### config.mk
export PLATFORM = sky130hd
export DESIGN_NAME = reed_solomon_parity_encoder_core
export DESIGN_NICKNAME = d
export VERILOG_FILES = /design/src/rtl/rsenc_pkg.sv /design/src/rtl/rsenc_cell.sv /design/src/rtl/reed_solomon_parity_encoder_core.sv
export VERILOG_INCLUDE_DIRS = /design/src /design/src/rtl
export SDC_FILE = /design/constraint.sdc
export NUM_CORES = 2
export LEC_CHECK = 0
export BUFFER_PORTS_ARGS = -buffer_cell sky130_fd_sc_hd__buf_4
export CORE_AREA = 2 2 474 523
export CTS_BUF_LIST = sky130_fd_sc_hd__clkbuf_16
export CTS_CLUSTER_SIZE = 14
export DETAILED_ROUTE_END_ITERATION = 12
export DIE_AREA = 0 0 476 525
export PLACE_DENSITY_LB_ADDON = 0.1
export REMOVE_ABC_BUFFERS = 1
export SLEW_MARGIN = 0
export SYNTH_ARGS = -nofsm -noshare
export SYNTH_HDL_FRONTEND = slang
export SYNTH_HIERARCHICAL = 1
export SYNTH_SLANG_ARGS = --single-unit
### constraint.sdc
create_clock -name i_clk -period 17.8 [get_ports i_clk]
set_input_delay 1.78 -clock i_clk [delete_from_list [all_inputs] [get_ports i_clk]]
set_output_delay 1.78 -clock i_clk [all_outputs]
set_load 0.03 [all_outputs]
### src/rtl/assert_macros.svh
// Assertion macros shared by the RTL of the parity encoder.
// No dependencies; simulation builds get checks, synthesis gets empty bodies.
`ifndef ASSERT_MACROS_SVH
`define ASSERT_MACROS_SVH
`ifndef SYNTHESIS
// expression holds at every clock edge out of reset
`define ASSERT_HOLDS(label, clk, rst_n, expr) \
    label: assert property (@(posedge clk) disable iff (!rst_n) (expr)) \
        else $error("assertion failed");
// consequent holds in the cycle after the antecedent
`define ASSERT_NEXT(label, clk, rst_n, ante, cons) \
    label: assert property (@(posedge clk) disable iff (!rst_n) (ante) |=> (cons)) \
        else $error("assertion failed");
`else
`define ASSERT_HOLDS(label, clk, rst_n, expr)
`define ASSERT_NEXT(label, clk, rst_n, ante, cons)
`endif
`endif

### src/rtl/rsenc_pkg.sv
// Package for the Reed-Solomon parity encoder: widths, field constants,
// cell control bundle and GF(2^8) arithmetic. No dependencies.
package rsenc_pkg;

    localparam int DATA_W       = 8;
    localparam int CFG_W        = 5;
    localparam int PARITY_RESET = 10;

    localparam logic [DATA_W-1:0] FIELD_REDUCE = 8'h1D;
    localparam logic [DATA_W-1:0] FIELD_ALPHA  = 8'h02;

    typedef logic [DATA_W-1:0] t_byte;

    // control shared by every cell of the chain
    typedef struct packed {
        logic init;        // load generator seed, clear remainder
        logic build;       // one generator root multiplication
        logic step;        // one data byte enters
        logic clear;       // last byte: remainder goes to zero
        logic drain_load;  // capture updated remainder for output
        logic drain_shift; // move output chain by one byte
    } t_cell_ctrl;

    // multiply two field elements, polynomial 0x11D
    function automatic t_byte gf_mul(input t_byte x, input t_byte y);
        t_byte acc;
        acc = '0;
        for (int b = DATA_W - 1; b >= 0; b--) begin
            acc = {acc[DATA_W-2:0], 1'b0} ^ (acc[DATA_W-1] ? FIELD_REDUCE : '0);
            acc = acc ^ (y[b] ? x : '0);
        end
        return acc;
    endfunction

    // multiply by the primitive element
    function automatic t_byte gf_xtime(input t_byte x);
        return {x[DATA_W-2:0], 1'b0} ^ (x[DATA_W-1] ? FIELD_REDUCE : '0);
    endfunction

endpackage

### src/rtl/rsenc_cell.sv
// One cell of the encoder chain: a remainder byte, a generator coefficient
// and an output drain byte, with one shared GF(2^8) multiplier. Uses rsenc_pkg.
module rsenc_cell (
    input  logic                 i_clk,
    input  rsenc_pkg::t_cell_ctrl i_ctrl,
    input  logic                 i_init_one,
    input  rsenc_pkg::t_byte     i_factor,
    input  rsenc_pkg::t_byte     i_root,
    input  rsenc_pkg::t_byte     i_rem_next,
    input  rsenc_pkg::t_byte     i_g_next,
    input  rsenc_pkg::t_byte     i_drain_next,
    output rsenc_pkg::t_byte     o_rem,
    output rsenc_pkg::t_byte     o_g,
    output rsenc_pkg::t_byte     o_drain
);
    import rsenc_pkg::*;

    t_byte r_rem;
    t_byte r_g;
    t_byte r_drain;
    t_byte w_prod;
    t_byte n_rem;

    // multiplier serves the generator build or the data step
    assign w_prod = gf_mul(r_g, i_ctrl.build ? i_root : i_factor);
    assign n_rem  = i_rem_next ^ w_prod;

    // generator coefficient and remainder
    always_ff @(posedge i_clk) begin
        if (i_ctrl.init) begin
            r_g   <= i_init_one ? t_byte'(1) : '0;
            r_rem <= '0;
        end else if (i_ctrl.build) begin
            r_g <= w_prod ^ i_g_next;
        end else if (i_ctrl.step) begin
            r_rem <= i_ctrl.clear ? '0 : n_rem;
        end
    end

    // output drain chain
    always_ff @(posedge i_clk) begin
        if (i_ctrl.drain_load) begin
            r_drain <= n_rem;
        end else if (i_ctrl.drain_shift) begin
            r_drain <= i_drain_next;
        end
    end

    assign o_rem   = r_rem;
    assign o_g     = r_g;
    assign o_drain = r_drain;

endmodule

### src/rtl/reed_solomon_parity_encoder_core.sv
// Top level of the systematic Reed-Solomon parity encoder over GF(2^8).
// Depends on rsenc_pkg, rsenc_cell and assert_macros.svh.
//
// Usage:
//   Input channel (i_in_valid/o_in_ready) takes one data byte per transfer,
//   i_last_in marking the final byte of a block. Output channel
//   (o_out_valid/i_out_ready) delivers the parity bytes, highest order
//   first, o_last_out on the final one. Config channel (i_cfg_valid/
//   o_cfg_ready) writes the parity count n; 0 reads as 1, larger than
//   MAX_PARITY saturates.
//   Throughput: one data byte per cycle outside a generator build. The first
//   parity byte is valid in the cycle after the last data byte transfers and
//   then n bytes drain at one per cycle while the receiver is ready, as the
//   next block's data keeps flowing. A last byte also waits if the previous
//   block's parity has not fully drained. After reset and after each config
//   write the generator is built one root per cycle across the cell chain,
//   with no data byte accepted meanwhile; n is 10 after reset. Reset clears
//   the remainder. A stalled receiver holds the current parity byte; the
//   chain shifts only on an output transfer.
module reed_solomon_parity_encoder_core #(
    parameter int MAX_PARITY = 30
) (
    input  logic                            i_clk,
    input  logic                            i_rst_n,
    input  logic                            i_cfg_valid,
    output logic                            o_cfg_ready,
    input  logic [rsenc_pkg::CFG_W-1:0]     i_cfg_parity_count,
    input  logic                            i_in_valid,
    output logic                            o_in_ready,
    input  logic [rsenc_pkg::DATA_W-1:0]    i_data_byte,
    input  logic                            i_last_in,
    output logic                            o_out_valid,
    input  logic                            i_out_ready,
    output logic [rsenc_pkg::DATA_W-1:0]    o_parity_byte,
    output logic                            o_last_out
);
    import rsenc_pkg::*;

    `include "assert_macros.svh"

    localparam int NW      = $clog2(MAX_PARITY + 1);
    localparam int RESET_N = (PARITY_RESET > MAX_PARITY) ? MAX_PARITY : PARITY_RESET;

    logic [NW-1:0] r_n;
    logic [NW-1:0] r_build_cnt;
    logic [NW-1:0] r_out_cnt;
    t_byte         r_root;

    logic [NW-1:0] w_n_target;
    logic [31:0]   w_cfg_clamp;
    logic          w_cfg_xfer;
    logic          w_in_xfer;
    logic          w_out_xfer;
    logic          w_building;
    logic          w_drain_free;
    t_byte         w_factor;
    t_cell_ctrl    w_ctrl;

    t_byte w_rem   [0:MAX_PARITY];
    t_byte w_g     [0:MAX_PARITY];
    t_byte w_drain [0:MAX_PARITY];

    // handshakes
    assign o_cfg_ready  = 1'b1;
    assign w_cfg_xfer   = i_cfg_valid & o_cfg_ready;
    assign w_building   = (r_build_cnt != '0);
    assign w_out_xfer   = o_out_valid & i_out_ready;
    assign w_drain_free = (r_out_cnt == '0) || ((r_out_cnt == NW'(1)) && i_out_ready);
    assign o_in_ready   = !w_building && (!i_last_in || w_drain_free);
    assign w_in_xfer    = i_in_valid & o_in_ready;

    // saturate the written parity count into 1..MAX_PARITY
    always_comb begin
        w_cfg_clamp = {{(32 - CFG_W){1'b0}}, i_cfg_parity_count};
        if (w_cfg_clamp == 32'd0) begin
            w_cfg_clamp = 32'd1;
        end
        if (w_cfg_clamp > 32'(MAX_PARITY)) begin
            w_cfg_clamp = 32'(MAX_PARITY);
        end
    end

    assign w_n_target = !i_rst_n ? NW'(RESET_N) : w_cfg_clamp[NW-1:0];

    // cell control bundle
    always_comb begin
        w_ctrl.init        = !i_rst_n || w_cfg_xfer;
        w_ctrl.build       = w_building && !w_ctrl.init;
        w_ctrl.step        = w_in_xfer;
        w_ctrl.clear       = w_in_xfer && i_last_in;
        w_ctrl.drain_load  = w_in_xfer && i_last_in;
        w_ctrl.drain_shift = w_out_xfer;
    end

    // parity count, generator build sequencer, root register
    always_ff @(posedge i_clk) begin
        if (!i_rst_n) begin
            r_n         <= NW'(RESET_N);
            r_build_cnt <= NW'(RESET_N);
            r_root      <= t_byte'(1);
        end else if (w_cfg_xfer) begin
            r_n         <= w_n_target;
            r_build_cnt <= w_n_target;
            r_root      <= t_byte'(1);
        end else if (w_building) begin
            r_build_cnt <= r_build_cnt - NW'(1);
            r_root      <= gf_xtime(r_root);
        end
    end

    // parity bytes left to deliver
    always_ff @(posedge i_clk) begin
        if (!i_rst_n) begin
            r_out_cnt <= '0;
        end else if (w_ctrl.drain_load) begin
            r_out_cnt <= r_n;
        end else if (w_out_xfer) begin
            r_out_cnt <= r_out_cnt - NW'(1);
        end
    end

    // feedback term broadcast to all cells
    assign w_factor = i_data_byte ^ w_rem[0];

    // chain end feeds zeros
    assign w_rem[MAX_PARITY]   = '0;
    assign w_g[MAX_PARITY]     = '0;
    assign w_drain[MAX_PARITY] = '0;

    // row of cells, cell j holds remainder byte j
    for (genvar j = 0; j < MAX_PARITY; j++) begin : g_cell
        rsenc_cell u_cell (
            .i_clk        (i_clk),
            .i_ctrl       (w_ctrl),
            .i_init_one   (w_n_target == NW'(j + 1)),
            .i_factor     (w_factor),
            .i_root       (r_root),
            .i_rem_next   (w_rem[j+1]),
            .i_g_next     (w_g[j+1]),
            .i_drain_next (w_drain[j+1]),
            .o_rem        (w_rem[j]),
            .o_g          (w_g[j]),
            .o_drain      (w_drain[j])
        );
    end

    // output register is the head of the drain chain
    assign o_out_valid   = (r_out_cnt != '0);
    assign o_parity_byte = w_drain[0];
    assign o_last_out    = (r_out_cnt == NW'(1));

    // checks
    `ASSERT_NEXT(a_last_gives_output, i_clk, i_rst_n, w_in_xfer && i_last_in, o_out_valid)
    `ASSERT_NEXT(a_cfg_starts_build, i_clk, i_rst_n, w_cfg_xfer, w_building && !o_in_ready)
    `ASSERT_HOLDS(a_count_range, i_clk, i_rst_n, (r_n != '0) && (r_n <= NW'(MAX_PARITY)))
    `ASSERT_HOLDS(a_drain_bounded, i_clk, i_rst_n, r_out_cnt <= r_n)

endmodule
==> reports/metrics.cfg <==
[placed_design]
port-buffer-count=29
place_hpwl_um=162000
gpl.final_weighted_congestion=0.798

[floorplan]
starting_density_of_the_core_pct=29.8
placeableCoreArea_mm2=0.245
fp.dieH_um=525
ioPinCount=31
row_count=191
die_ar_mm2=0.250
die_w_um=476

[sta]
finalHoldViolCount=0
drv_slew=0
final_min_period_over_clock_period_pct=37.6
timing.fmax_mhz=150
rsz0062_at_grt=no
final.min_clock_period_ns=6.69
worst-slew-pin-transition_ns=1.38
setup_violations=0
setup_tns_ns=0
fin_skew_ns=0.0449
slew-limit-headroom_pct=7.92

[setup_path]
worstPathMaxFanout=121
sort_of_element_at_the_end_of_the_critical_path=register
critPathKind=primary input to register
r2r_cells=15
worst-endpoint-required_ns=18.28
r2r_setup_slack_ns=11.93
timing.rr.end=g_cell[0].u_cell/o_g[4]
start_kind=primary input
cp.arrival_ns=7.16
regToRegStartpoint=r_build_cnt[0]

[worst_hold_path]
whs_path_depth=2
min-delay-start=g_cell[19].u_cell/o_rem[3]
hold_class=register to register
hold_end=g_cell[19].u_cell/o_rem[3]

[global_route]
overflow=0
first_global_vias=52000
groute.usage.overall_pct=18.6
antenna_found_initial=9
grt_start_max_net_pins=122
first_pass_grt_wire_length_um=353000

[clock_tree]
clk_path_buf_depth=3
postCtsSetupRepairBufs=0
insertion_delay_ns=0.74
clkSlewWorstSetupHoldPaths_ns=0.06
cts_num_sinks=743
total_cts_buffers=96
cts_repair_resize_count=0
clock-root-buffer=clkbuf_16
postCtsHoldBufs=0
tritoncts=yes
cts-htree-levels=3

[synth]
synth-seq-cells=743
synthesis.yosys.warnings=6
syn-mean-instance-area_um2=9.55
synth_area_mm2=0.0731
synth_cell_types=66
synth-seq-area-share_pct=26.9
synth-main-ff-cell=edfxtp_1
synthArstFlopShare_pct=0
postSynthCellCount=7650
count_of_flip_flops_with_a_built_in_enable_after_synthesis=480

[final_layout]
total_of_fill_cells_in_the_finished_design=25200
post_route_cells_drive_above_1_share_pct=12.0
layout_common_cells=nand2_1, xnor2_1, xor2_1
most_common_library_cell_in_the_layout_ignoring_fill_and_taps=nand2_1
layout-area-overhead-vs-synth_pct=8.87
final_nets=7524

[drt]
drt_first_pass_iters=5
routed_via_density=4.71
first_iter_violations=3158
wirelength_um=236000
detailroute.via_count=51100
avgRoutedWirePerCell_um=21.7
antenna_violating_nets_post_route=0
detail_route.drc_violations=0

[status]
status=completed

[flow_run]
cap_violations=0

## cell usage after synthesis, types with 61 or more instances
cell,count,area share [%]
xnor2_1,1266,15
o21ai_0,69,0.47
o21ai_1,203,1.4
mux2_2,67,1.0
buf_2,92,0.63
inv_1,158,0.81
clkbuf_1,164,0.84
a21oi_1,248,1.7
mux2_4,206,4.2
xor3_1,87,2.8
or2_2,61,0.52
edfxtp_1,480,20
dfxtp_1,263,7.2
xnor3_1,330,10
nor2_1,488,2.5
xor2_1,525,6.3
mux2i_1,181,2.5
nand2_1,2004,10
or3_1,61,0.52
nor3_1,65,0.45
xnor2_2,117,2.6
## routing by layer
layer / global-route usage, % / routed length, µm
met5: 0 / 16
met2: 31.2 / 113000
met3: 1.82 / 7310
met1: 25.7 / 111000
met4: 3.89 / 4200
## worst max-delay path, cell delays in order
cell and delay [ns]:
buf_4 0.23, nand2b_4 0.28, nor2_4 0.19, buf_12 0.67
buf_4 0.58, buf_4 0.72, mux2_2 0.51, nand2_1 0.10
xnor3_1 0.41, xor2_1 0.33, xnor2_4 0.23, xnor3_1 0.42
xnor2_1 0.18, mux2_2 0.35
## cell type report
type	instances	area, µm²	area share (%)
Timing Repair Buffer	77	616	0.774
Sequential cell	743	19700	24.8
Tap cell	3281	4110	5.16
Inverter	158	593	0.745
Clock inverter	78	647	0.813
Clock buffer	102	2550	3.21
Antenna cell	1	2.50	0.00315
Multi-Input combinational cell	6425	51300	64.5
## worst max path at each step
stage	endpoint	startpoint	cells after the start
5_1_grt	g_cell[0].u_cell/o_g[4]	i_rst_n	14
6_report	g_cell[0].u_cell/o_g[4]	i_rst_n	14
3_5_place_dp	g_cell[0].u_cell/o_g[4]	i_rst_n	14
3_3_place_gp	g_cell[0].u_cell/o_g[4]	i_rst_n	14
2_1_floorplan	g_cell[0].u_cell/o_drain[4]	i_cfg_valid	10
4_1_cts	g_cell[0].u_cell/o_g[4]	i_rst_n	14
## state kept, by name, summed over array words and instances, names as in the netlist
register,count
g_cell.u_cell/o_g,240
r_build_cnt,5
r_n,5
r_out_cnt,5
r_root,8
g_cell.u_cell/o_drain,240
g_cell.u_cell/o_rem,240
## metrics by stage
stage / std cells / util (%) / setup slack, ns / instance area, µm² / hold WS [ns]
detailed placement: 10700 / 31.2 / 10.32 / 76400 / 0.443
global placement: 10700 / 31.2 / 10.39 / 76400 / 0.448
floorplan: 7326 / - / -37.39 / 71400 / 0.427
finish: 10900 / 32.5 / 11.11 / 79600 / 0.454
CTS: 10900 / 32.5 / 11.13 / 79600 / 0.457
global route: 10900 / 32.5 / 10.82 / 79600 / 0.474
## cells by family (layout without fill, tap and decap cells)
logic type               count (synthesis)  in the layout  synth area share, %
other                                    2             26               0.0103
multiplexers                           454            454                 7.74
XOR/XNOR                              2473           2473                 41.4
AO/OA/AOI/OAI                          638            638                 4.87
flip-flops                             743            743                 26.9
AND/OR/NAND/NOR                       2831           2831                 15.7
adder cells (fa/ha/maj)                  4              4               0.0685
buffers and inverters                  505            415                 3.22
Power is left out: the tool's default activity adds up to more than one toggle a clock period on the data nets, which glitch-free logic cannot reach.
